<file path="src/rtl/core/bounded_deque_with_match_delete_defines.svh">
// ----------------------------------------------------------------------------
// Assertion macros for the bounded deque
// Concurrent checks that can be compiled out with ASSERT_OFF.
// ----------------------------------------------------------------------------
`ifndef BOUNDED_DEQUE_WITH_MATCH_DELETE_DEFINES_SVH
`define BOUNDED_DEQUE_WITH_MATCH_DELETE_DEFINES_SVH

`ifndef ASSERT_OFF
// same-cycle implication
`define BDQ_ASSERT_IMPL(lbl, clk, rst, ante, cons, msg) \
   lbl: assert property (@(posedge clk) disable iff (rst) (ante) |-> (cons)) \
      else $error(msg);
// next-cycle implication
`define BDQ_ASSERT_NEXT(lbl, clk, rst, ante, cons, msg) \
   lbl: assert property (@(posedge clk) disable iff (rst) (ante) |=> (cons)) \
      else $error(msg);
`else
`define BDQ_ASSERT_IMPL(lbl, clk, rst, ante, cons, msg)
`define BDQ_ASSERT_NEXT(lbl, clk, rst, ante, cons, msg)
`endif

`endif

</file>
<file path="src/rtl/core/bdq_pkg.sv">
`timescale 1ns / 1ps
// ----------------------------------------------------------------------------
// bdq_pkg
// Shared widths, codes and controller/datapath interface types.
// ----------------------------------------------------------------------------
package bdq_pkg;

   localparam int DEPTH_DEFAULT = 16;
   localparam int DATA_W        = 32;
   localparam int ACTION_W      = 3;
   localparam int STATUS_W      = 2;
   localparam int COUNT_OUT_W   = 5;

   localparam logic [ACTION_W-1:0] ACT_ADD_FRONT    = 3'd0;
   localparam logic [ACTION_W-1:0] ACT_ADD_BACK     = 3'd1;
   localparam logic [ACTION_W-1:0] ACT_REMOVE_FRONT = 3'd2;
   localparam logic [ACTION_W-1:0] ACT_REMOVE_BACK  = 3'd3;
   localparam logic [ACTION_W-1:0] ACT_REMOVE_MATCH = 3'd4;

   typedef enum logic [STATUS_W-1:0] {
      STAT_OK      = 2'd0,
      STAT_EMPTY   = 2'd1,
      STAT_FULL    = 2'd2,
      STAT_NOMATCH = 2'd3
   } status_type;

   typedef enum logic [3:0] {
      S_IDLE,
      S_DECODE,
      S_POP_FRONT,
      S_POP_BACK,
      S_SCAN_RD,
      S_SCAN_CHK,
      S_SHIFT_RD,
      S_SHIFT_WR,
      S_END_RD,
      S_FRONT_DAT,
      S_BACK_DAT,
      S_DONE
   } state_type;

   typedef enum logic [2:0] {
      ADDR_FRONT,
      ADDR_BACK,
      ADDR_IDX,
      ADDR_IDX_NEXT,
      ADDR_TAIL_NEXT,
      ADDR_HEAD_DEC
   } addr_sel_type;

   typedef struct packed {
      logic         load_req;
      addr_sel_type addr_sel;
      logic         wr_en;
      logic         wr_from_ram;
      logic         head_dec;
      logic         head_inc;
      logic         count_inc;
      logic         count_dec;
      logic         idx_inc;
      logic         cap_removed;
      logic         cap_front;
      logic         cap_back;
      logic         clr_ends;
      logic         set_status;
      status_type   status;
      logic         load_rsp;
   } cmd_type;

   typedef struct packed {
      logic [ACTION_W-1:0] action;
      logic                empty;
      logic                full;
      logic                hit;
      logic                scan_last;
      logic                shift_more;
   } sts_type;

endpackage

</file>
<file path="src/rtl/core/bdq_req_if.sv">
`timescale 1ns / 1ps
// ----------------------------------------------------------------------------
// bdq_req_if
// Request channel: action and value with valid/ready.
// ----------------------------------------------------------------------------
interface bdq_req_if;
   import bdq_pkg::*;

   logic                       valid;
   logic                       ready;
   logic [ACTION_W-1:0]        action;
   logic signed [DATA_W-1:0]   value;

   modport source (output valid, output action, output value, input ready);
   modport sink   (input valid, input action, input value, output ready);
endinterface

</file>
<file path="src/rtl/core/bdq_rsp_if.sv">
`timescale 1ns / 1ps
// ----------------------------------------------------------------------------
// bdq_rsp_if
// Response channel: status, removed value, count and end values.
// ----------------------------------------------------------------------------
interface bdq_rsp_if;
   import bdq_pkg::*;

   logic                       valid;
   logic                       ready;
   logic [STATUS_W-1:0]        status;
   logic signed [DATA_W-1:0]   removed_value;
   logic [COUNT_OUT_W-1:0]     entry_count;
   logic signed [DATA_W-1:0]   front_value;
   logic signed [DATA_W-1:0]   back_value;

   modport source (output valid, output status, output removed_value,
                   output entry_count, output front_value, output back_value,
                   input ready);
   modport sink   (input valid, input status, input removed_value,
                   input entry_count, input front_value, input back_value,
                   output ready);
endinterface

</file>
<file path="src/rtl/core/bdq_ram.sv">
`timescale 1ns / 1ps
// ----------------------------------------------------------------------------
// bdq_ram
// Generic single-write, single-read RAM with registered read data.
// ----------------------------------------------------------------------------
module bdq_ram #(
   parameter int WIDTH = 32,
   parameter int DEPTH = 16
) (
   input  logic                     clock,
   input  logic                     wr_en,
   input  logic [$clog2(DEPTH)-1:0] wr_addr,
   input  logic [WIDTH-1:0]         wr_data,
   input  logic [$clog2(DEPTH)-1:0] rd_addr,
   output logic [WIDTH-1:0]         rd_data
);
   logic [WIDTH-1:0] mem_ff [DEPTH];
   logic [WIDTH-1:0] rd_data_ff;

   always_ff @(posedge clock) begin
      if (wr_en) begin
         mem_ff[wr_addr] <= wr_data;
      end
      rd_data_ff <= mem_ff[rd_addr];
   end

   assign rd_data = rd_data_ff;
endmodule

</file>
<file path="src/rtl/core/bdq_dp.sv">
`timescale 1ns / 1ps
// ----------------------------------------------------------------------------
// bdq_dp
// Datapath: circular store in RAM, head/count pointers, scan index,
// working result registers and the response output register.
// ----------------------------------------------------------------------------
module bdq_dp #(
   parameter int DEPTH = bdq_pkg::DEPTH_DEFAULT
) (
   input  logic                                  clock,
   input  logic                                  reset,
   input  bdq_pkg::cmd_type                      cmd,
   output bdq_pkg::sts_type                      sts,
   input  logic [bdq_pkg::ACTION_W-1:0]          req_action,
   input  logic signed [bdq_pkg::DATA_W-1:0]     req_value,
   output logic [bdq_pkg::STATUS_W-1:0]          rsp_status,
   output logic signed [bdq_pkg::DATA_W-1:0]     rsp_removed_value,
   output logic [bdq_pkg::COUNT_OUT_W-1:0]       rsp_entry_count,
   output logic signed [bdq_pkg::DATA_W-1:0]     rsp_front_value,
   output logic signed [bdq_pkg::DATA_W-1:0]     rsp_back_value
);
   import bdq_pkg::*;

   localparam int AW = $clog2(DEPTH);
   localparam int CW = $clog2(DEPTH + 1);
   localparam int SW = AW + 2;
   localparam logic [CW-1:0] DEPTH_C = CW'(DEPTH);
   localparam logic [AW-1:0] LAST_C  = AW'(DEPTH - 1);

   logic [AW-1:0]       head_ff, head_in;
   logic [CW-1:0]       count_ff, count_in;
   logic [CW-1:0]       idx_ff, idx_in;
   logic [ACTION_W-1:0] action_ff, action_in;
   logic [DATA_W-1:0]   value_ff, value_in;
   status_type          status_ff, status_in;
   logic [DATA_W-1:0]   removed_ff, removed_in;
   logic [DATA_W-1:0]   front_ff, front_in;
   logic [DATA_W-1:0]   back_ff, back_in;

   status_type              out_status_ff, out_status_in;
   logic [DATA_W-1:0]       out_removed_ff, out_removed_in;
   logic [COUNT_OUT_W-1:0]  out_count_ff, out_count_in;
   logic [DATA_W-1:0]       out_front_ff, out_front_in;
   logic [DATA_W-1:0]       out_back_ff, out_back_in;

   logic [AW-1:0]     head_prev, head_next, addr;
   logic [CW-1:0]     offset;
   logic [SW-1:0]     sum, sum_wrap;
   logic [DATA_W-1:0] rd_data, wr_data;

   // map a logical position to a physical slot of the ring
   always_comb begin
      head_prev = (head_ff == '0) ? LAST_C : head_ff - 1'b1;
      head_next = (head_ff == LAST_C) ? '0 : head_ff + 1'b1;
      case (cmd.addr_sel)
         ADDR_FRONT:     offset = '0;
         ADDR_BACK:      offset = count_ff - 1'b1;
         ADDR_IDX:       offset = idx_ff;
         ADDR_IDX_NEXT:  offset = idx_ff + 1'b1;
         ADDR_TAIL_NEXT: offset = count_ff;
         default:        offset = '0;
      endcase
      sum      = SW'(head_ff) + SW'(offset);
      sum_wrap = (sum >= SW'(DEPTH)) ? sum - SW'(DEPTH) : sum;
      addr     = (cmd.addr_sel == ADDR_HEAD_DEC) ? head_prev : sum_wrap[AW-1:0];
   end

   assign wr_data = cmd.wr_from_ram ? rd_data : value_ff;

   bdq_ram #(
      .WIDTH (DATA_W),
      .DEPTH (DEPTH)
   ) u_ram (
      .clock   (clock),
      .wr_en   (cmd.wr_en),
      .wr_addr (addr),
      .wr_data (wr_data),
      .rd_addr (addr),
      .rd_data (rd_data)
   );

   always_comb begin
      head_in = head_ff;
      if (cmd.head_dec) begin
         head_in = head_prev;
      end else if (cmd.head_inc) begin
         head_in = head_next;
      end

      count_in = count_ff;
      if (cmd.count_inc) begin
         count_in = count_ff + 1'b1;
      end else if (cmd.count_dec) begin
         count_in = count_ff - 1'b1;
      end

      idx_in = idx_ff;
      if (cmd.load_req) begin
         idx_in = '0;
      end else if (cmd.idx_inc) begin
         idx_in = idx_ff + 1'b1;
      end

      action_in = cmd.load_req ? req_action : action_ff;
      value_in  = cmd.load_req ? req_value  : value_ff;

      status_in = status_ff;
      if (cmd.load_req) begin
         status_in = STAT_OK;
      end else if (cmd.set_status) begin
         status_in = cmd.status;
      end

      removed_in = removed_ff;
      if (cmd.load_req) begin
         removed_in = '0;
      end else if (cmd.cap_removed) begin
         removed_in = rd_data;
      end

      front_in = front_ff;
      back_in  = back_ff;
      if (cmd.clr_ends) begin
         front_in = '0;
         back_in  = '0;
      end
      if (cmd.cap_front) begin
         front_in = rd_data;
      end
      if (cmd.cap_back) begin
         back_in = rd_data;
      end

      out_status_in  = out_status_ff;
      out_removed_in = out_removed_ff;
      out_count_in   = out_count_ff;
      out_front_in   = out_front_ff;
      out_back_in    = out_back_ff;
      if (cmd.load_rsp) begin
         out_status_in  = status_ff;
         out_removed_in = removed_ff;
         out_count_in   = COUNT_OUT_W'(count_ff);
         out_front_in   = front_ff;
         out_back_in    = back_ff;
      end
   end

   always_ff @(posedge clock) begin
      if (reset) begin
         head_ff  <= '0;
         count_ff <= '0;
      end else begin
         head_ff  <= head_in;
         count_ff <= count_in;
      end
   end

   always_ff @(posedge clock) begin
      idx_ff         <= idx_in;
      action_ff      <= action_in;
      value_ff       <= value_in;
      status_ff      <= status_in;
      removed_ff     <= removed_in;
      front_ff       <= front_in;
      back_ff        <= back_in;
      out_status_ff  <= out_status_in;
      out_removed_ff <= out_removed_in;
      out_count_ff   <= out_count_in;
      out_front_ff   <= out_front_in;
      out_back_ff    <= out_back_in;
   end

   always_comb begin
      sts.action     = action_ff;
      sts.empty      = (count_ff == '0);
      sts.full       = (count_ff == DEPTH_C);
      sts.hit        = (rd_data == value_ff);
      sts.scan_last  = ((idx_ff + 1'b1) == count_ff);
      sts.shift_more = ((CW+1)'(idx_ff) + (CW+1)'(2)) < (CW+1)'(count_ff);
   end

   assign rsp_status        = out_status_ff;
   assign rsp_removed_value = out_removed_ff;
   assign rsp_entry_count   = out_count_ff;
   assign rsp_front_value   = out_front_ff;
   assign rsp_back_value    = out_back_ff;
endmodule

</file>
<file path="src/rtl/core/bdq_ctrl.sv">
`timescale 1ns / 1ps
// ----------------------------------------------------------------------------
// bdq_ctrl
// Controller: sequences one request through the datapath and owns the
// request/response handshakes.
// ----------------------------------------------------------------------------
module bdq_ctrl (
   input  logic             clock,
   input  logic             reset,
   input  logic             req_valid,
   output logic             req_ready,
   output logic             rsp_valid,
   input  logic             rsp_ready,
   input  bdq_pkg::sts_type sts,
   output bdq_pkg::cmd_type cmd
);
   import bdq_pkg::*;

   state_type state_ff, state_in;
   logic      rsp_valid_ff, rsp_valid_in;
   logic      out_free;

   assign out_free = !rsp_valid_ff || rsp_ready;

   always_comb begin
      state_in = state_ff;
      case (state_ff)
         S_IDLE: begin
            if (req_valid) begin
               state_in = S_DECODE;
            end
         end
         S_DECODE: begin
            case (sts.action)
               ACT_REMOVE_FRONT: state_in = sts.empty ? S_END_RD : S_POP_FRONT;
               ACT_REMOVE_BACK:  state_in = sts.empty ? S_END_RD : S_POP_BACK;
               ACT_REMOVE_MATCH: state_in = sts.empty ? S_END_RD : S_SCAN_RD;
               default:          state_in = S_END_RD;
            endcase
         end
         S_POP_FRONT: state_in = S_END_RD;
         S_POP_BACK:  state_in = S_END_RD;
         S_SCAN_RD:   state_in = S_SCAN_CHK;
         S_SCAN_CHK: begin
            if (sts.hit && !sts.scan_last) begin
               state_in = S_SHIFT_RD;
            end else if (sts.hit || sts.scan_last) begin
               state_in = S_END_RD;
            end else begin
               state_in = S_SCAN_RD;
            end
         end
         S_SHIFT_RD: state_in = S_SHIFT_WR;
         S_SHIFT_WR: state_in = sts.shift_more ? S_SHIFT_RD : S_END_RD;
         S_END_RD:   state_in = sts.empty ? S_DONE : S_FRONT_DAT;
         S_FRONT_DAT: state_in = S_BACK_DAT;
         S_BACK_DAT:  state_in = S_DONE;
         S_DONE: begin
            if (out_free) begin
               state_in = S_IDLE;
            end
         end
         default: state_in = S_IDLE;
      endcase
   end

   always_comb begin
      cmd          = '0;
      cmd.addr_sel = ADDR_FRONT;
      cmd.status   = STAT_OK;
      req_ready    = 1'b0;
      case (state_ff)
         S_IDLE: begin
            req_ready    = 1'b1;
            cmd.load_req = req_valid;
         end
         S_DECODE: begin
            case (sts.action)
               ACT_ADD_FRONT: begin
                  if (sts.full) begin
                     cmd.set_status = 1'b1;
                     cmd.status     = STAT_FULL;
                  end else begin
                     cmd.addr_sel  = ADDR_HEAD_DEC;
                     cmd.wr_en     = 1'b1;
                     cmd.head_dec  = 1'b1;
                     cmd.count_inc = 1'b1;
                  end
               end
               ACT_ADD_BACK: begin
                  if (sts.full) begin
                     cmd.set_status = 1'b1;
                     cmd.status     = STAT_FULL;
                  end else begin
                     cmd.addr_sel  = ADDR_TAIL_NEXT;
                     cmd.wr_en     = 1'b1;
                     cmd.count_inc = 1'b1;
                  end
               end
               ACT_REMOVE_FRONT, ACT_REMOVE_BACK, ACT_REMOVE_MATCH: begin
                  cmd.addr_sel = (sts.action == ACT_REMOVE_BACK) ? ADDR_BACK
                                                                 : ADDR_FRONT;
                  if (sts.empty) begin
                     cmd.set_status = 1'b1;
                     cmd.status     = STAT_EMPTY;
                  end
               end
               default: begin
                  cmd.addr_sel = ADDR_FRONT;
               end
            endcase
         end
         S_POP_FRONT: begin
            cmd.cap_removed = 1'b1;
            cmd.head_inc    = 1'b1;
            cmd.count_dec   = 1'b1;
         end
         S_POP_BACK: begin
            cmd.cap_removed = 1'b1;
            cmd.count_dec   = 1'b1;
         end
         S_SCAN_RD: begin
            cmd.addr_sel = ADDR_IDX;
         end
         S_SCAN_CHK: begin
            if (sts.hit) begin
               cmd.cap_removed = 1'b1;
               cmd.count_dec   = sts.scan_last;
            end else if (sts.scan_last) begin
               cmd.set_status = 1'b1;
               cmd.status     = STAT_NOMATCH;
            end else begin
               cmd.idx_inc = 1'b1;
            end
         end
         S_SHIFT_RD: begin
            cmd.addr_sel = ADDR_IDX_NEXT;
         end
         S_SHIFT_WR: begin
            // move the entry just read down into the gap
            cmd.addr_sel    = ADDR_IDX;
            cmd.wr_en       = 1'b1;
            cmd.wr_from_ram = 1'b1;
            cmd.idx_inc     = 1'b1;
            cmd.count_dec   = !sts.shift_more;
         end
         S_END_RD: begin
            cmd.addr_sel = ADDR_FRONT;
            cmd.clr_ends = sts.empty;
         end
         S_FRONT_DAT: begin
            cmd.addr_sel  = ADDR_BACK;
            cmd.cap_front = 1'b1;
         end
         S_BACK_DAT: begin
            cmd.cap_back = 1'b1;
         end
         S_DONE: begin
            cmd.load_rsp = out_free;
         end
         default: begin
            cmd.addr_sel = ADDR_FRONT;
         end
      endcase
   end

   always_comb begin
      rsp_valid_in = rsp_valid_ff;
      if (state_ff == S_DONE && out_free) begin
         rsp_valid_in = 1'b1;
      end else if (rsp_ready) begin
         rsp_valid_in = 1'b0;
      end
   end

   always_ff @(posedge clock) begin
      if (reset) begin
         state_ff     <= S_IDLE;
         rsp_valid_ff <= 1'b0;
      end else begin
         state_ff     <= state_in;
         rsp_valid_ff <= rsp_valid_in;
      end
   end

   assign rsp_valid = rsp_valid_ff;
endmodule

</file>
<file path="src/rtl/core/bounded_deque_with_match_delete.sv">
`timescale 1ns / 1ps
// ----------------------------------------------------------------------------
// bounded_deque_with_match_delete
// Bounded double-ended queue of signed words with delete-by-value.
// ----------------------------------------------------------------------------
// Usage:
//   req_ch carries one request (action, value) per valid/ready handshake;
//   rsp_ch returns exactly one response per request: status, removed value,
//   entry count and the front and back values after the operation.
//   Requests are handled one at a time. Entries live in a single-port-read
//   ring buffer RAM, so accesses take turns on that one read port.
//   After decode, a pop captures the removed entry; every request then reads
//   the front and back values into the working registers, or clears both
//   to zero when the deque is left empty. A match delete reads and checks
//   entries from the front until a hit or the back, then reads and writes
//   each entry behind the hit to shift it down and close the gap.
//   req_ch.ready is high only while the block is idle.
//   The response sits in an output register; a new request is taken while
//   it waits, and a stalled receiver holds the finished next response in
//   the working registers until the output register frees up.
//   Reset (synchronous) empties the deque; the RAM is not cleared, since
//   slots are only read below the fill count.
// ----------------------------------------------------------------------------
`include "bounded_deque_with_match_delete_defines.svh"

module bounded_deque_with_match_delete #(
   parameter int DEPTH = bdq_pkg::DEPTH_DEFAULT
) (
   input logic       clock,
   input logic       reset,
   bdq_req_if.sink   req_ch,
   bdq_rsp_if.source rsp_ch
);
   import bdq_pkg::*;

   cmd_type cmd;
   sts_type sts;

   bdq_ctrl u_ctrl (
      .clock     (clock),
      .reset     (reset),
      .req_valid (req_ch.valid),
      .req_ready (req_ch.ready),
      .rsp_valid (rsp_ch.valid),
      .rsp_ready (rsp_ch.ready),
      .sts       (sts),
      .cmd       (cmd)
   );

   bdq_dp #(
      .DEPTH (DEPTH)
   ) u_dp (
      .clock             (clock),
      .reset             (reset),
      .cmd               (cmd),
      .sts               (sts),
      .req_action        (req_ch.action),
      .req_value         (req_ch.value),
      .rsp_status        (rsp_ch.status),
      .rsp_removed_value (rsp_ch.removed_value),
      .rsp_entry_count   (rsp_ch.entry_count),
      .rsp_front_value   (rsp_ch.front_value),
      .rsp_back_value    (rsp_ch.back_value)
   );

   `BDQ_ASSERT_NEXT(a_busy_after_req, clock, reset, req_ch.valid && req_ch.ready, !req_ch.ready, "request accepted while busy")
   `BDQ_ASSERT_IMPL(a_full_count, clock, reset, rsp_ch.valid && rsp_ch.status == STAT_FULL, rsp_ch.entry_count == COUNT_OUT_W'(DEPTH), "full status with deque not full")
   `BDQ_ASSERT_IMPL(a_empty_clean, clock, reset, rsp_ch.valid && rsp_ch.status == STAT_EMPTY, rsp_ch.entry_count == '0 && rsp_ch.removed_value == '0, "empty status with data")
   `BDQ_ASSERT_IMPL(a_nomatch_clean, clock, reset, rsp_ch.valid && rsp_ch.status == STAT_NOMATCH, rsp_ch.removed_value == '0, "failed match reports a removed value")
endmodule

</file>
<file path="src/flat_wrapper.sv">
// flat-port wrapper written by rule: the top's interface ports become plain ports
module bounded_deque_with_match_delete_flat import bdq_pkg::*;
#(
   parameter int DEPTH = bdq_pkg::DEPTH_DEFAULT
)
  (clock, reset, req_ch_valid, req_ch_action, req_ch_value, req_ch_ready, rsp_ch_valid, rsp_ch_status, rsp_ch_removed_value, rsp_ch_entry_count, rsp_ch_front_value, rsp_ch_back_value, rsp_ch_ready);
  bdq_req_if req_ch_i ();
  bdq_rsp_if rsp_ch_i ();
  input logic clock;
  input logic reset;
  input wire logic [$bits(req_ch_i.valid)-1:0] req_ch_valid;
  input wire logic [$bits(req_ch_i.action)-1:0] req_ch_action;
  input wire logic [$bits(req_ch_i.value)-1:0] req_ch_value;
  output wire logic [$bits(req_ch_i.ready)-1:0] req_ch_ready;
  output wire logic [$bits(rsp_ch_i.valid)-1:0] rsp_ch_valid;
  output wire logic [$bits(rsp_ch_i.status)-1:0] rsp_ch_status;
  output wire logic [$bits(rsp_ch_i.removed_value)-1:0] rsp_ch_removed_value;
  output wire logic [$bits(rsp_ch_i.entry_count)-1:0] rsp_ch_entry_count;
  output wire logic [$bits(rsp_ch_i.front_value)-1:0] rsp_ch_front_value;
  output wire logic [$bits(rsp_ch_i.back_value)-1:0] rsp_ch_back_value;
  input wire logic [$bits(rsp_ch_i.ready)-1:0] rsp_ch_ready;
  assign req_ch_i.valid = req_ch_valid;
  assign req_ch_i.action = req_ch_action;
  assign req_ch_i.value = req_ch_value;
  assign req_ch_ready = req_ch_i.ready;
  assign rsp_ch_valid = rsp_ch_i.valid;
  assign rsp_ch_status = rsp_ch_i.status;
  assign rsp_ch_removed_value = rsp_ch_i.removed_value;
  assign rsp_ch_entry_count = rsp_ch_i.entry_count;
  assign rsp_ch_front_value = rsp_ch_i.front_value;
  assign rsp_ch_back_value = rsp_ch_i.back_value;
  assign rsp_ch_i.ready = rsp_ch_ready;
  bounded_deque_with_match_delete #(.DEPTH(DEPTH)) u_core (.clock(clock), .reset(reset), .req_ch(req_ch_i), .rsp_ch(rsp_ch_i));
endmodule
</file>
<file path="config.mk">
export PLATFORM = sky130hd
export DESIGN_NAME = bounded_deque_with_match_delete_flat
export DESIGN_NICKNAME = d
export VERILOG_FILES = /design/src/rtl/core/bdq_pkg.sv /design/src/rtl/core/bdq_req_if.sv /design/src/rtl/core/bdq_rsp_if.sv /design/src/rtl/core/bdq_ram.sv /design/src/rtl/core/bdq_dp.sv /design/src/rtl/core/bdq_ctrl.sv /design/src/rtl/core/bounded_deque_with_match_delete.sv /design/src/flat_wrapper.sv
export VERILOG_INCLUDE_DIRS = /design/src /design/src/rtl/core
export SDC_FILE = /design/constraint.sdc
export NUM_CORES = 1
export LEC_CHECK = 0
export ABC_AREA = 1
export ABC_CLOCK_PERIOD_IN_PS = 8700
export BUFFER_PORTS_ARGS = -buffer_cell sky130_fd_sc_hd__buf_2
export CORE_ASPECT_RATIO = 1.75
export CORE_UTILIZATION = 55
export DETAILED_ROUTE_END_ITERATION = 10
export PLACE_DENSITY_LB_ADDON = 0.25
export RECOVER_POWER = 100
export SLEW_MARGIN = 20
export SYNTH_ARGS = -nofsm -noshare
export SYNTH_HDL_FRONTEND = slang
export SYNTH_SLANG_ARGS = --single-unit
</file>
<file path="constraint.sdc">
create_clock -name clock -period 8.7 [get_ports clock]
set_input_delay 1.74 -clock clock [delete_from_list [all_inputs] [get_ports clock]]
set_output_delay 1.74 -clock clock [all_outputs]
set_load 0.02 [all_outputs]
</file>
# Yosys cells after proc, flatten, opt, wreduce, memory -nomap -nowiden
# Memory sizes are Yosys's and may differ from the RTL's. A register that Yosys moved wholly into a read port is not among the register bits.
# Index checks and enable logic that the tools add are counted.
# totals
register_bits	255
ram_bits	512
in_bits	39
output_inout_bits	105
elab_cells	135
n_memories	1
# memory_table
memory	words	word_bits	read_ports	rd_ports_with_merged_regs	write_ports	line	rtl
u_core.u_dp.u_ram.mem_ff	16	32	1	1	1	bdq_ram.sv:17	logic [WIDTH-1:0] mem_ff [DEPTH];
# op_classes
add_sub_neg	8
magnitude_cmp	2
n_eq_ne	26
n_mux	61
n_reduce_logical	21
# ops
cell	n
$mux 32	4
$mux 4	16
$pmux 4 s11	1
$eq 32x32->1	1
$mux 1	22
$eq 4x4->1 const B	5
$pmux 5 s4	1
$eq 4x3->1 const B	4
$eq 3x2->1 const B	4
$mux 3	4
$pmux 3 s2	2
$pmux 3 s4	1
$pmux 4 s3	1
$add 5x1->5 const B	2
$mux 5	2
$reduce_bool 2->1	5
$eq 3x3->1 const B	3
$pmux 3 s3	1
$eq 4x2->1 const B	2
$logic_not 4->1	2
$pmux 1 s2	4
$sub 4x1->4 const B	2
$add 4x5->6	1
$add 5x2->6 const B	1
19 further kinds	27

# Depth between registers and ports, before layout
# Gate-level depths: netlist (run 1).
# depth
word_depth	10
ltp_mapped	24
ltp_nobuf	22

# Modules after synthesis
# From an unflattened synthesis (run 1), not the netlist that was laid out.
# hier_totals
hier_cells	3064
hier_area_um2	33269.4
# by_module_without_submodules
mod	instances	cells_per_inst	area_each_um2
bdq_ram	1	2120	22730.6
bdq_dp	1	825	9929.5
bdq_ctrl	1	119	609.3

# Worst setup path after synthesis (run 1)
# OpenSTA, ideal clock, no wires.
# synth_timing
path_kind	input port to flip-flop
from	input port rsp_ch_ready
to	register u_core.u_dp.out_back_ff[0] (netlist: u_core.u_dp.rsp_back_value[0]) (enable)
setup_time_ns	0.691
arrival_time_ns	8.767
required_time_ns	8.009
slack_ns	-0.758
cell_stages	2
path_cell_list	nor2_1 nor3_1
# synth_lines
element	line	rtl
start, declared	flat_wrapper.sv:21	input wire logic [$bits(rsp_ch_i.ready)-1:0] rsp_ch_ready;
end signal, assigned	bdq_dp.sv:170	out_back_ff <= out_back_in;
end, declared	bdq_dp.sv:44	logic [DATA_W-1:0] out_back_ff, out_back_in;

# Worst setup path in the final report (run 1)
# layout_timing
from	register u_core.u_dp.count_ff[0]
to	memory u_core.u_dp.u_ram.mem_ff[0][21] (enable)
# layout_between
elab_chain_len	10
# layout_lines
element	line	rtl
start, declared	bdq_dp.sv:31	logic [CW-1:0] count_ff, count_in;
start signal, assigned	bdq_dp.sv:154	count_ff <= count_in;
$eq 5x5->1	bdq_dp.sv:176	sts.full = (count_ff == DEPTH_C);
$mux 4, on equally long branches	bdq_ctrl.sv:80, bdq_ctrl.sv:91	
$pmux 3 s3	bdq_ctrl.sv:78	case (sts.action)
$pmux 3 s4	bdq_ctrl.sv:72	case (state_ff)
$eq 3x3->1, or another cell as far along	bdq_dp.sv:55	case (cmd.addr_sel)
$pmux 5 s4	bdq_dp.sv:55	
$add 4x5->6	bdq_dp.sv:63	sum = SW'(head_ff) + SW'(offset);
$ge 6x5->1 / $sub 4x1->4 (equally long branches)	bdq_dp.sv:64	sum_wrap = (sum >= SW'(DEPTH)) ? sum - SW'(DEPTH) : sum;
$mux 4	bdq_dp.sv:64	
$mux 4	bdq_dp.sv:65	addr = (cmd.addr_sel == ADDR_HEAD_DEC) ? head_prev : sum_wrap[AW-1:0];
end, declared	bdq_ram.sv:17	
# Several ways; a longest one is shown, not always the timed one.

==> results of run 1 <==
[routing by layer]
metal	share of wire, %	routed length (um)	up-vias	track usage, %
met5	0.045	33	-	0
li1	-	-	9566	-
met2	51	37520	849	44.86
met3	6.4	4732	195	3.517
met4	4.4	3274	4	12.52
met1	38	28230	9668	30.40
[path summary, 6_finish.rpt]
path	startpoint	to	slack [ps]	cells after the start
setup / recovery	u_core.u_dp.count_ff[0]	u_core.u_dp.u_ram.mem_ff[0][21]	1680	17
hold / removal	u_core.u_dp.front_ff[15]	u_core.u_dp.rsp_front_value[15]	410	0
setup reg to reg	u_core.u_dp.count_ff[0]	u_core.u_dp.u_ram.mem_ff[0][21]	1680	17
hold reg to reg	u_core.u_dp.front_ff[15]	u_core.u_dp.rsp_front_value[15]	410	0
[placed cells by master, fill, tap and decap left out, drive strengths merged]
cell type and count:
o31ai 1, mux2i 1, inv 93, a211oi 1, clkinvlp 3, o211ai 2
o311ai 1, o2111ai 1, fa 1, clkbuf 260, nor2 131, xor2 16
nor3 5, bufinv 4, o21bai 1, nor4 1, a21oi 157, clkinv 17
o21ai 143, a32o 1, o221ai 3, or2 4, nand4 11, nand3 99
buf 31, xnor2 26, a21boi 1, a31oi 2, dfxtp 85, nand2 1093
ha 16, a32oi 2, edfxtp 714
[power groups by stage]
stage	Combinational (W)	Sequential, W	Clock (W)
2_1_floorplan	0.00343	0.00501	0
3_3_place_gp	0.00481	0.00505	0
3_5_place_dp	0.00489	0.00507	0
4_1_cts	0.00491	0.00498	0.00308
5_1_grt	0.00544	0.00504	0.00323
6_report	0.00488	0.00501	0.00305
[registers in the layout, summed over array words and instances, names as in the netlist]
signal,flops
u_core.u_ctrl.state_ff,4
u_core.u_dp.status_ff,2
u_core.u_dp.back_ff,32
u_core.u_dp.removed_ff,32
u_core.u_dp.rsp_entry_count,5
u_core.u_dp.idx_ff,5
u_core.u_dp.rsp_back_value,32
u_core.u_dp.value_ff,32
u_core.u_dp.u_ram.rd_data,32
u_core.u_dp.rsp_removed_value,32
u_core.u_dp.count_ff,5
u_core.u_dp.head_ff,4
u_core.u_ctrl.rsp_valid,1
u_core.u_dp.rsp_front_value,32
u_core.u_dp.front_ff,32
u_core.u_dp.action_ff,3
u_core.u_dp.u_ram.mem_ff,512
u_core.u_dp.rsp_status,2
[logic make-up after synthesis]
group                    count (synthesis)  share of synthesized area, %
AO/OA/AOI/OAI                          316                         5.179
XOR/XNOR                                42                         1.163
adder cells (fa/ha/maj)                 17                        0.6963
buffers and inverters                  218                         3.070
flip-flops                             799                         73.18
multiplexers                             1                       0.03165
AND/OR/NAND/NOR                       1344                         16.68
[metrics by stage]
stage	instance area, um2	hold slack [ps]	utilization [%]
6_report	35050	411.0	61.99
5_1_grt	35050	424.9	61.99
4_1_cts	35470	413.3	62.73
3_5_place_dp	33250	404.5	58.80
3_3_place_gp	33200	405.9	58.71
2_1_floorplan	31630	400.3	-
[cell type report]
cell class / instances / share of cell area, %
clock buffers: 96 / 5.486
clock inverters: 29 / 0.8567
inverters: 88 / 0.9459
multi-input cells: 1720 / 21.69
flip-flops and latches: 799 / 66.02
well taps: 760 / 2.713
repair buffers: 195 / 2.284
[worst max-delay path: cells and delay by family, from the launching register on]
family / cells / cell delay, ps
flops: 1 / 500
buf+inv: 3 / 450
xor+xnor: 1 / 200
fa+ha+maj: 2 / 540
simple gates: 10 / 4500
compound gates: 1 / 320
==> run_results.csv, run 1 <==
group,metric,value,unit
run_status,status,"finished with violations",
run_status,violations,"capacitance limit, slew limit",
power,vdd_drop_max,0.3023,mV
timing,period_share,80.69,%
placed_design,dpl.cell_count,3559,
layout,final_layout_size_suffix_gt1_share,5.261,%
clocking,post_cts_buffers,0,
yosys,synth_common_cells,"nand2_1 (1090), edfxtp_1 (714), a21oi_1 (157), nor2_1 (126), nand3_1 (96)",
die,fp.dieW,183.3,um
timing,timing.fmax,142.4,MHz
global_route,grt_pass1_wl,112.0,mm
yosys,ys_warn_count,0,
layout,antennaDiodeCount,0,
route,drt-total-wl,73.79,mm
route,via_count,20282,
clocking,cts_sinks,799,
route,avgRoutedWirePerCell,20.01,um
power,switching_share,39.94,%
timing,relSlewSlack,-183.3,%
timing,period_minus_slack,7020,ps
layout,fillers,4461,
route,drtPass1Iterations,7,
min_path,hp-class,"reg2reg",
clocking,clk_latency,610,ps
die,die_area,0.05850,mm2
placed_design,place_ws,2932,ps
clocking,cts_tree,"done",
power,power_frac_clock,23.6,%
yosys,async_reset_ff_share,0,%
clocking,cts_max_level,3,
setup_path,worstSetupPathType,"reg2reg",
clocking,numCtsBuffers,70,
timing,finalMaxSlewViolations,765,
die,core_area,0.05655,mm2
clocking,cts_hold_buf,0,
setup_path,slowest_stage,"nor2_1",
layout,synthToLayoutAreaGrowth,10.84,%
timing,finalHoldViolCount,0,
timing,finalClockSkew,21.96,ps
layout,final_nets,2930,
die,initial_core_util,55.92,%
placed_design,place_congestion,0.9007,
timing,setup_tns,0,ps
setup_path,setup.worst_path.end_class,"flop",
clocking,clkTransAtPathRegs,70,ps
die,die-height,319.2,um
yosys,synth_area_per_cell,11.55,um2
yosys,syn_area,0.03162,mm2
global_route,grt_max_degree,143,
power,leakagePower,13.07,nW
setup_path,cp_slowest_stage_delay,2080,ps
route,drtIter0Drc,1908,
clocking,cts-resized-gates,0,
die,core.rowCount,115,
timing,setup_ws,1680,ps
yosys,synthFlopType,"edfxtp_1",
placed_design,hpwl,47.04,mm
placed_design,port_buffers,143,
global_route,grt_pass1_vias,19929,
route,drc_errors,0,
power,p_seq_share,38.7,%
setup_path,crit_chain,"inv_1, ha_1, nand3_1, nand3_1, inv_1, nand4_1, o221ai_1, ha_1, nand3_1, nand2_1, xor2_1, inv_1, nand2_1, nand3_4, nand2_2, nand2_1, nor2_1",
setup_path,cp_max_fo,35,
yosys,synth_most_common_cell,"nand2_1",
global_route,antenna_found_initial,3,
route,drtAntennaViolNets,0,
timing,setup_violations,0,
power,power_density,368.9,mW/mm2
power,net-switching-power,0.005164,W
layout,final-instance-count-excl-fill,3687,
power,power,0.01293,W
clocking,clock_path_buffers,3,
yosys,yosysSeqAreaShare,73.18,%
yosys,syn_inst,2737,
global_route,track_usage,25.45,%
setup_path,critPathArrivalTime,7180,ps
layout,seq_area,0.02314,mm2
die,ios,144,
clocking,root_buffer,"clkbuf_16",
yosys,synth_cell_types,42,
power,pwr-share-comb,37.7,%
yosys,yosys.area.top_type_share,67.80,%
setup_path,required,8860,ps
setup_path,critPathLaunchType,"flop",
run,cap_violations,26,
global_route,grt-ovfl-total,0,
route,vias_per_cell,5.501,
yosys,synth_top_cell_by_area,"edfxtp_1",
power,p_int,0.007766,W
yosys,yosys-top-cells-area,"edfxtp_1 (68%), nand2_1 (13%), dfxtp_1 (5.4%)",
yosys,syn_nets,2793,
layout,multi_input_area,0.007604,mm2
timing,rsz0062_at_grt,"false",
yosys,synth-seq-cells,799,
timing,worst_pin_slew,4250,ps
yosys,synth_edf_count,714,
No activity file was read; power rests on OpenSTA's default activity.
==> run 2: changes to the inputs <==
- ABC_AREA: 1 -> 0
- ABC_CLOCK_PERIOD_IN_PS: 8700 -> 6300
- clock period: 8.7 -> 6.3 ns (I/O delays scaled with it)
==> run 2 against run 1 <==
The run still ends with capacitance limit, slew limit left. Via count shrank 13%. Flip-flop and latch count unchanged. Global-route usage is 0.45 points lower. Combinational power fell by 7.8%. Fmax is 29% higher. Core utilization grew 0.35 points. Power increased by 23%. Worst setup slack got worse by 810 ps. Sequential share of layout area up 1.1 points. Synthesized area is 2.2% lower. Clock power rose by 37%.
==> run_results.csv, run 2 <==
group,metric,value,unit
setup_path,cp_max_fo,29,
clocking,root_buffer,"clkbuf_16",
run_status,violations,"capacitance limit, slew limit",
route,avgRoutedWirePerCell,24.63,um
min_path,hold_path_depth,0,
timing,timing.fmax,184.0,MHz
global_route,grt-ovfl-total,0,
timing,finalMaxSlewViolations,370,
timing,rsz0062_at_grt,"false",
route,route.met2.wl,37.12,mm
yosys,synth_common_cells,"edfxtp_1 (714), nand2_1 (319), mux2i_1 (132), dfxtp_1 (85), a21oi_1 (81)",
route,via_count,17599,
timing,setup_ws,866.7,ps
setup_path,required,6560,ps
global_route,grt_pass1_wl,106.5,mm
yosys,synth_top_cell_by_area,"edfxtp_1",
yosys,synth_cell_types,68,
timing,worst_pin_slew,2401,ps
power,leakagePower,11.05,nW
layout,synthToLayoutAreaGrowth,11.58,%
layout,final_layout_size_suffix_gt1_share,11.79,%
route,routed.top_layer,"met4",
run_status,status,"finished with violations",
yosys,syn_nets,2067,
route,drt-total-wl,71.65,mm
yosys,yosysSeqAreaShare,74.85,%
yosys,yosys-top-cells-area,"edfxtp_1 (69%), dfxtp_1 (5.5%), mux2i_1 (4.3%)",
die,die-height,315.6,um
die,core.rowCount,114,
clocking,clock_path_buffers,3,
clocking,clk_latency,600,ps
run,cap_violations,10,
layout,antennaDiodeCount,0,
clocking,cts_max_level,3,
layout,final_cell_mix,"edfxtp_1 (714), nand2_1 (319), clkbuf_1 (146)",
die,die_area,0.05720,mm2
clocking,numCtsBuffers,68,
layout,mostFrequentLayoutCell,"edfxtp_1",
global_route,grt_pass1_vias,17244,
placed_design,place_ws,1548,ps
layout,final_nets,2218,
die,ios,144,
setup_path,critPathArrivalTime,5690,ps
yosys,synthFlopType,"edfxtp_1",
route,drtPass1Iterations,7,
timing,finalClockSkew,20.75,ps
route,drtIter0Drc,1693,
yosys,synth_most_common_cell,"edfxtp_1",
clocking,cts-resized-gates,0,
route,wl_met1,27.98,mm
power,power_density,459.2,mW/mm2
timing,relSlewSlack,-60.07,%
yosys,syn_area,0.03092,mm2
yosys,async_reset_ff_share,0,%
global_route,grt_max_degree,95,
setup_path,rrSetupSlack,870,ps
placed_design,place_congestion,0.9553,
placed_design,hpwl,46.85,mm
route,dr_wl_met3,4.238,mm
setup_path,critPathLaunchType,"flop",
die,core_area,0.05534,mm2
yosys,syn_inst,2011,
min_path,hp-class,"reg2reg",
setup_path,worstSetupPathType,"reg2reg",
layout,regMostFlops,"u_core.u_dp.u_ram.mem_ff",
route,drtAntennaViolNets,0,
yosys,yosys.area.top_type_share,69.35,%
timing,finalHoldViolCount,0,
die,fp.dieW,181.2,um
clocking,cts_sinks,799,
yosys,synth_edf_count,714,
route,vias_per_cell,6.050,
timing,setup_tns,0,ps
route,drc_errors,0,
power,power,0.01584,W
timing,setup_violations,0,
power,vdd_drop_max,0.3264,mV
global_route,antenna_found_initial,0,
yosys,synth-seq-cells,799,
setup_path,setup.worst_path.end_class,"flop",
yosys,synth_area_per_cell,15.37,um2
die,initial_core_util,55.86,%
global_route,track_usage,25.00,%
clocking,cts_hold_buf,0,
yosys,ys_warn_count,0,
clocking,clkTransAtPathRegs,70,ps
layout,post-route-util,62.33,%
clocking,cts_tree,"done",
timing,holdWs,415.8,ps
clocking,post_cts_buffers,0,
timing,period_minus_slack,5433,ps
layout,largest_reg_flops,512,
setup_path,reg2regPathDepth,11,
placed_design,port_buffers,143,
timing,period_share,86.24,%
-- run 2: changes by cell type in the layout (fill, tap and decap cells not counted), sizes merged, moves of 63 or more --
cell	previous run	this run
and2	0	69
inv	93	22
mux2	0	66
mux2i	1	135
o21ai	143	46
a21oi	157	81
a32oi	2	65
nor2	131	60
nand3	99	9
nand2	1093	319
-- run 2: path summary, 6_finish.rpt --
check / from / to
max reg2reg: u_core.u_ctrl.state_ff[0] / u_core.u_dp.u_ram.mem_ff[12][19]
min reg2reg: u_core.u_dp.back_ff[0] / u_core.u_dp.rsp_back_value[0]
max: u_core.u_ctrl.state_ff[0] / u_core.u_dp.u_ram.mem_ff[12][19]
min: u_core.u_dp.back_ff[0] / u_core.u_dp.rsp_back_value[0]
-- run 2: metrics by stage --
stage	area [um2]	std cells
floorplan	30920	2011
global placement	32570	2788
detailed placement	32570	2788
CTS	34770	2909
global route	34500	2909
finish	34500	2909
-- run 2: logic make-up after synthesis --
logic type               count (synthesis)  synth area share [%]
AO/OA/AOI/OAI                          303                 6.815
XOR/XNOR                                45                 1.275
multiplexers                           201                 6.868
buffers and inverters                  129                 1.943
AND/OR/NAND/NOR                        517                 7.536
flip-flops                             799                 74.85
adder cells (fa/ha/maj)                 17                0.7123
-- run 2: per-layer routing --
metal | vias to the layer above | GRT usage, %
met3 | 119 | 2.995
met4 | 0 | 9.418
met2 | 723 | 44.55
li1 | 7910 | -
met5 | - | 0
met1 | 8847 | 31.31
-- run 2: area by class of cell --
type                       count  area [um2]
sequential                   799       23140
inverter                      19       71.32
tap                          696       870.8
clock inverter                27       309.0
timing repair buffer         191       858.3
fill                        4106       20850
clock buffer                  94        1891
multi-input combinational   1083        7356
-- run 2: power by group --
| part | switching (W) | internal (W) | total [W] | leakage, nW |
|---|---|---|---|---|
| clock network | 0.00182 | 0.00236 | 0.00418 | 1.08 |
| logic | 0.00302 | 0.00148 | 0.00450 | 2.80 |
| registers | 0.000512 | 0.00665 | 0.00716 | 7.18 |
-- run 2: worst max-delay path, stage by stage, from the launching register on --
cell	delay, ps
dfxtp_1	690
nor4b_1	500
nand4b_1	300
a31oi_1	340
a221o_1	220
ha_1	190
fa_1	490
mux2_8	450
nor2_1	180
nand2_1	260
nor2_2	1090
clkbuf_1	360
